## config.mk

```make
export PLATFORM = sky130hd
export DESIGN_NAME = qte_cordic
export DESIGN_NICKNAME = d
export VERILOG_FILES = /design/src/qte_pkg.sv /design/src/qte_cordic.sv
export SDC_FILE = /design/constraint.sdc
export NUM_CORES = 2
export LEC_CHECK = 0
export BUFFER_PORTS_ARGS = -buffer_cell sky130_fd_sc_hd__buf_2
export CAP_MARGIN = 20
export CORE_MARGIN = 2
export CORE_UTILIZATION = 47
export DETAILED_ROUTE_END_ITERATION = 8
export PLACE_DENSITY = 0.62
export SLEW_MARGIN = 20
export SYNTH_ARGS = -nofsm -noshare
export SYNTH_HDL_FRONTEND = slang
export SYNTH_SLANG_ARGS = --single-unit
```

## constraint.sdc

```tcl
create_clock -name i_clk -period 5.68 [get_ports i_clk]
set_input_delay 0.284 -clock i_clk [delete_from_list [all_inputs] [get_ports i_clk]]
set_output_delay 0.284 -clock i_clk [all_outputs]
set_load 0.01 [all_outputs]
```

## src/qte_pkg.sv

```systemverilog
// Package for the quaternion to Euler angle converter.
// Holds widths, the CORDIC arctangent table and the transaction structs.
// No dependencies.
package qte_pkg;

    localparam int ANGLE_BITS    = 16;
    localparam int CORDIC_STAGES = 16;
    localparam int QW            = 16;
    localparam int PW            = 2 * QW;
    localparam int CW            = 36;
    localparam int ZW            = 32;
    localparam int SQRT_BITS     = 31;
    localparam int RAD_W         = 63;
    localparam int FRAC_BITS     = 30;
    localparam int PIPE_DEPTH    = 2 + SQRT_BITS + CORDIC_STAGES + 1;

    localparam logic [ZW-1:0] ANGLE_MASK = (ANGLE_BITS == 32) ? '1 :
        ~((ZW'(1) << (32 - ANGLE_BITS)) - ZW'(1));
    localparam logic [ZW-1:0] HALF_TURN  = 32'h8000_0000;
    localparam logic signed [CW-1:0] ONE_Q30 = CW'(64'sd1 <<< FRAC_BITS);
    localparam logic signed [17:0] PITCH_MAX = 18'sd16384;
    localparam logic signed [17:0] PITCH_MIN = -18'sd16384;

    // atan(2^-i) in units of 2^-32 turn, rounded to nearest.
    localparam logic [ZW-1:0] ATAN_TURNS [32] = '{
        32'd536870912, 32'd316933406, 32'd167458907, 32'd85004756,
        32'd42667331,  32'd21354465,  32'd10679838,  32'd5340245,
        32'd2670163,   32'd1335087,   32'd667544,    32'd333772,
        32'd166886,    32'd83443,     32'd41722,     32'd20861,
        32'd10430,     32'd5215,      32'd2608,      32'd1304,
        32'd652,       32'd326,       32'd163,       32'd81,
        32'd41,        32'd20,        32'd10,        32'd5,
        32'd3,         32'd1,         32'd1,         32'd0
    };

    typedef struct packed {
        logic signed [QW-1:0] quat_w;
        logic signed [QW-1:0] quat_x;
        logic signed [QW-1:0] quat_y;
        logic signed [QW-1:0] quat_z;
    } t_quat;

    typedef struct packed {
        logic signed [15:0] roll_angle;
        logic signed [15:0] pitch_angle;
        logic signed [15:0] yaw_angle;
    } t_euler;

endpackage

```

## src/qte_cordic.sv

```systemverilog
// Pipelined vectoring CORDIC giving atan2(y, x) as a 32-bit turn count.
// Depends on qte_pkg for widths and the arctangent table.
module qte_cordic import qte_pkg::*; (
    input  logic                 i_clk,
    input  logic                 i_en,
    input  logic signed [CW-1:0] i_y,
    input  logic signed [CW-1:0] i_x,
    output logic [ZW-1:0]        o_angle
);

    logic signed [CW-1:0] r_x    [CORDIC_STAGES+1];
    logic signed [CW-1:0] r_y    [CORDIC_STAGES+1];
    logic [ZW-1:0]        r_z    [CORDIC_STAGES+1];
    logic                 r_zero [CORDIC_STAGES+1];

    // Pre-rotation: fold the left half plane onto the right by half a turn.
    always_ff @(posedge i_clk) begin
        if (i_en) begin
            r_zero[0] <= (i_x == '0) && (i_y == '0);
            if (i_x[CW-1]) begin
                r_x[0] <= -i_x;
                r_y[0] <= -i_y;
                r_z[0] <= HALF_TURN & ANGLE_MASK;
            end else begin
                r_x[0] <= i_x;
                r_y[0] <= i_y;
                r_z[0] <= '0;
            end
        end
    end

    // One micro-rotation per stage, driving y towards zero.
    for (genvar g = 0; g < CORDIC_STAGES; g++) begin : g_stage
        localparam logic [ZW-1:0] STEP = ATAN_TURNS[g] & ANGLE_MASK;
        always_ff @(posedge i_clk) begin
            if (i_en) begin
                r_zero[g+1] <= r_zero[g];
                if (!r_y[g][CW-1]) begin
                    r_x[g+1] <= r_x[g] + (r_y[g] >>> g);
                    r_y[g+1] <= r_y[g] - (r_x[g] >>> g);
                    r_z[g+1] <= r_z[g] + STEP;
                end else begin
                    r_x[g+1] <= r_x[g] - (r_y[g] >>> g);
                    r_y[g+1] <= r_y[g] + (r_x[g] >>> g);
                    r_z[g+1] <= r_z[g] - STEP;
                end
            end
        end
    end

    // A zero vector has no direction and reads as angle zero.
    assign o_angle = r_zero[CORDIC_STAGES] ? '0 : r_z[CORDIC_STAGES];

endmodule

```

# Word level (Yosys, flattened, before mapping)
# Memories as Yosys holds them, arrays and structs flattened.
# Cells that the tools add are included.
# classes
add_sub_neg,93
mux,156
bitwise_logic,51
n_reduce_logical,3
# ops
cell,n
$mux W36,34
$mux W32,18
$mux W1,104
$add A36 B21 Y36,2
$add A36 B22 Y36,2
$add A36 B23 Y36,2
$add A36 B24 Y36,2
$add A36 B25 Y36,2
$add A36 B26 Y36,2
$add A36 B27 Y36,2
$add A36 B28 Y36,2
$add A36 B29 Y36,2
$add A36 B30 Y36,2
$add A36 B31 Y36,2
$add A36 B32 Y36,2
$add A36 B33 Y36,2
$add A36 B34 Y36,2
$add A36 B35 Y36,2
$logic_not A36 Y1,2
$neg A36 Y36,2
$sub A36 B21 Y36,2
$sub A36 B22 Y36,2
$sub A36 B23 Y36,2
$sub A36 B24 Y36,2
43 further kinds,105
# word_totals
register_bits,0
mem_bits_rw,1785
inputBits,74
output_inout_bits,32
memories,4
# mem_list
memory,words,width,read_ports,rd_clocked_by_memory_dff,wr,line_no,source
r_x,17,36,16,0,17,qte_cordic.sv:11,logic signed [CW-1:0] r_x [CORDIC_STAGES+1];
r_y,17,36,16,0,17,qte_cordic.sv:12,logic signed [CW-1:0] r_y [CORDIC_STAGES+1];
r_z,17,32,17,0,17,qte_cordic.sv:13,logic [ZW-1:0] r_z [CORDIC_STAGES+1];
r_zero,17,1,17,0,17,qte_cordic.sv:14,logic r_zero [CORDIC_STAGES+1];

# Logic depth before layout (Yosys ltp)
# depth
ltp_word,4
ltp_mapped,22
ltp_nobuf,22

# Worst setup path after synthesis
# OpenSTA, ideal clock, no wires.
# synth_timing
path_kind,register to register
from,mem r_x[10][14]
to,mem r_y[11][28] (data pin)
t_arrival_ns,4.348
t_required_ns,5.422
slack_ns,1.074
path_stages_with_launch,20
n_path_buf,0
synth_period_minus_slack_ns,4.606
path_cell_list,edfxtp_1 nor3_2 nand2b_1 or3_1 or4_4 or4_4 nor4_4 nor2_1 xor2_1 ha_1 nand2_1 nor2_1 a211o_1 o22ai_1 a21boi_0 o41ai_1 o31ai_1 o21a_1 nor2_1 xnor2_1
# synth_rtl
item,line_no
from (decl),qte_cordic.sv:11
to (decl),qte_cordic.sv:12

==> results.sh <==
export IMPL_outcome="completed"
export IMPL_synth_top_family_by_area="compound AO/OA/AOI/OAI gates"
export IMPL_fillers=19530
export IMPL_rsz0062_at_grt="no"
export IMPL_cts_root_buf="clkbuf_16"
export IMPL_clockBufferDepth=3
export IMPL_hold_viol_final=0
export IMPL_grt_max_degree=156
export IMPL_max_cap_violations=0
export IMPL_vias=83020
export IMPL_synth_warnings=0
export IMPL_cts_made_buffers=140
export IMPL_dpl_cell_area_mm2=0.1055
export IMPL_worst_ep_required_time_ps=6220
export IMPL_multi_input_area_mm2=0.06409
export IMPL_drc=0
export IMPL_cp_startpoint="r_x[5][8]"
export IMPL_synthSimpleGateAreaFrac=0.1379
export IMPL_wl_per_cell_um=20.80
export IMPL_clkTransAtPathRegs_ps=60
export IMPL_fmax_ghz=0.1891
export IMPL_crit_end="r_y[6][35]"
export IMPL_first_global_vias=79130
export IMPL_min_period_ps=5287
export IMPL_insertion_delay_ps=820
export IMPL_die_w_um=469.2
export IMPL_rrSetupSlack_ps=390
export IMPL_synth_edf_count=1156
export IMPL_seqCellArea_mm2=0.03471
export IMPL_final_common_cell="edfxtp_1"
export IMPL_worstPathMaxFanout=6
export IMPL_hp_class="primary input to register"
export IMPL_dp_cells=13720
export IMPL_drt_wl_total_mm=292.9
export IMPL_htree_levels=4
export IMPL_area_growth_pct=9.509
export IMPL_postRouteAntennaNets=0
export IMPL_setup_violations=0
export IMPL_mostFrequentLayoutCells="1156 x edfxtp_1, 1105 x ha_1, 1067 x a21oi_1, 1018 x xnor2_1, 892 x nor2_1"
export IMPL_max_slew_worst_pin_slew_ps=1087
export IMPL_antenna_found_initial=3
export IMPL_nets=12350
export IMPL_start_util=0.4734
export IMPL_netlist_area_mm2=0.1017
export IMPL_final_setup_tns_ps=0
export IMPL_ios=106
export IMPL_ys_flop_type="edfxtp_1"
export IMPL_synth_cell_types=95
export IMPL_synth_top_cell_by_area="edfxtp_1"
export IMPL_reg2reg_from="r_x[5][8]"
export IMPL_dr_pass1_iters=6
export IMPL_muxShareOfSynthArea=0.004441
export IMPL_grt_util_all_layers=0.2569
export IMPL_cp_end_kind="register"
export IMPL_die_h_um=469.2
export IMPL_fin_area_mm2=0.1114
export IMPL_startpoint_type="register"
export IMPL_synth_top_cell_area_share=0.3413
export IMPL_ys_ff_latch=1156
export IMPL_skew_ps=52.07
export IMPL_synth_area_top_cells="edfxtp_1 34%, ha_1 14%, xnor2_1 8.8%, a21oi_1 5.3%, xor2_1 4.9%"
export IMPL_ff2ff_path_depth=18
export IMPL_core_area_mm2=0.2148
export IMPL_grt_pass1_wl_mm=450.2
export IMPL_gp_congestion=0.9693
export IMPL_overflow=0
export IMPL_drive_gt1_frac=0.04652
export IMPL_dp_hpwl_mm=233.6
export IMPL_stdcell_count=14080
export IMPL_synth_compound_area_share=0.2074
export IMPL_clock_sinks=1156
export IMPL_cts_tree="built"
export IMPL_syn_avg_cell_area_um2=9.307
export IMPL_post_route_period_util=0.9309
export IMPL_die_area_mm2=0.2201
export IMPL_synthArstFlopShare=0
export IMPL_slew_headroom=0.2756
export IMPL_synth_xor_area_frac=0.1366
export IMPL_viasPerCell=5.895
export IMPL_yosysSeqAreaShare=0.3413
export IMPL_port_buffers=89
export IMPL_critical_path_class="register to register"
export IMPL_syn_inst=10930
export IMPL_maxSlewViolCount=0
export IMPL_synth_fa_ha_area_frac=0.1432
export IMPL_rows=170
export IMPL_arrival_ps=5830
export IMPL_rr_endpoint="r_y[6][35]"
export IMPL_dr_first_iter_drc_count=6372
-- cell usage after synthesis (37+ instances only) --
master	count
or3_1	90
nor2b_1	142
inv_1	512
nand3_1	186
a21o_1	442
or4_1	50
o211ai_1	53
nand4_1	76
fa_1	37
a31oi_1	108
a21boi_0	41
nand2_1	662
nor4_1	95
a21oi_1	1067
a211oi_1	90
o21ai_0	662
and3_1	103
xor2_1	568
o41ai_1	85
o21bai_1	162
xnor2_1	1018
o31ai_1	146
ha_1	1105
edfxtp_1	1156
clkbuf_1	201
nor2_1	892
nor3_1	241
o21a_1	144
nand2b_1	153
and2_1	62
-- through the flow --
stage / setup slack (ps) / hold slack [ps] / utilization
4_1_cts: 432.0 / 176.3 / 0.5183
3_3_place_gp: 611.6 / 402.1 / 0.4913
2_1_floorplan: 1074 / 382.9 / -
3_5_place_dp: 483.2 / 404.5 / 0.4913
5_1_grt: 77.93 / 207.3 / 0.5184
6_report: 392.6 / 227.6 / 0.5184
-- how the worst min path moves through the flow --
stage,startpoint,endpoint,depth (start not counted)
3_5_place_dp,r_z[14][25],r_z[15][25],0
3_3_place_gp,r_zero[14],r_zero[15],0
5_1_grt,i_y[0],r_y[0][0],2
4_1_cts,i_x[0],r_x[0][0],2
2_1_floorplan,i_x[0],r_x[0][0],0
6_report,i_x[0],r_x[0][0],2
-- worst max-delay path: stages, from the launching register on --
cell      delay, ps
edfxtp_1        500
nor4_1          470
nand2b_1        200
nor3b_1         390
and3b_1         330
a21oi_1         110
xor2_1          150
ha_1            340
o21a_1          220
o211a_1         220
a221o_1         290
a31oi_1         300
o21ai_0         260
a211oi_1        300
buf_4           190
o21ai_0         170
a31oi_1         300
o31ai_1         130
xnor2_1         140
-- sequential cells by signal, summed over array words and instances (netlist names) --
signal,count
r_x,456
r_zero,17
r_z,215
r_y,468
-- cell type report --
cell class | count | share of cell area
timing repair buffer | 296 | 0.02078
multi-input combinational | 9018 | 0.5755
tap | 2838 | 0.03188
clock inverter | 94 | 0.01027
sequential | 1156 | 0.3117
clock buffer | 159 | 0.03229
antenna | 2 | 0.00004494
inverter | 520 | 0.01753
-- cell families (layout without fill, tap and decap cells) --
logic type / Yosys count / after routing
flip-flops: 1156 / 1156
AO/OA/AOI/OAI: 3334 / 3334
multiplexers: 43 / 43
XOR/XNOR: 1586 / 1586
other: 1 / 18
buffers and inverters: 768 / 1069
AND/OR/NAND/NOR: 2897 / 2897
adder cells (fa/ha/maj): 1142 / 1142
-- timing repair --
action	4_1_cts	5_1_grt
setup buffers	0	0
resized for setup	0	0
endpoints found under the setup margin	0	0
hold buffers	105	0
hold endpoints to repair	75	0
-- routing by layer --
metal / GRT usage / part of all wire
met1: 0.3190 / 0.42
met2: 0.4601 / 0.50
met3: 0.02783 / 0.040
met4: 0.08945 / 0.036
met5: 0 / 0.000044
Power is left out: the tool's default activity adds up to more than one toggle a clock period on the data nets, which glitch-free logic cannot reach.
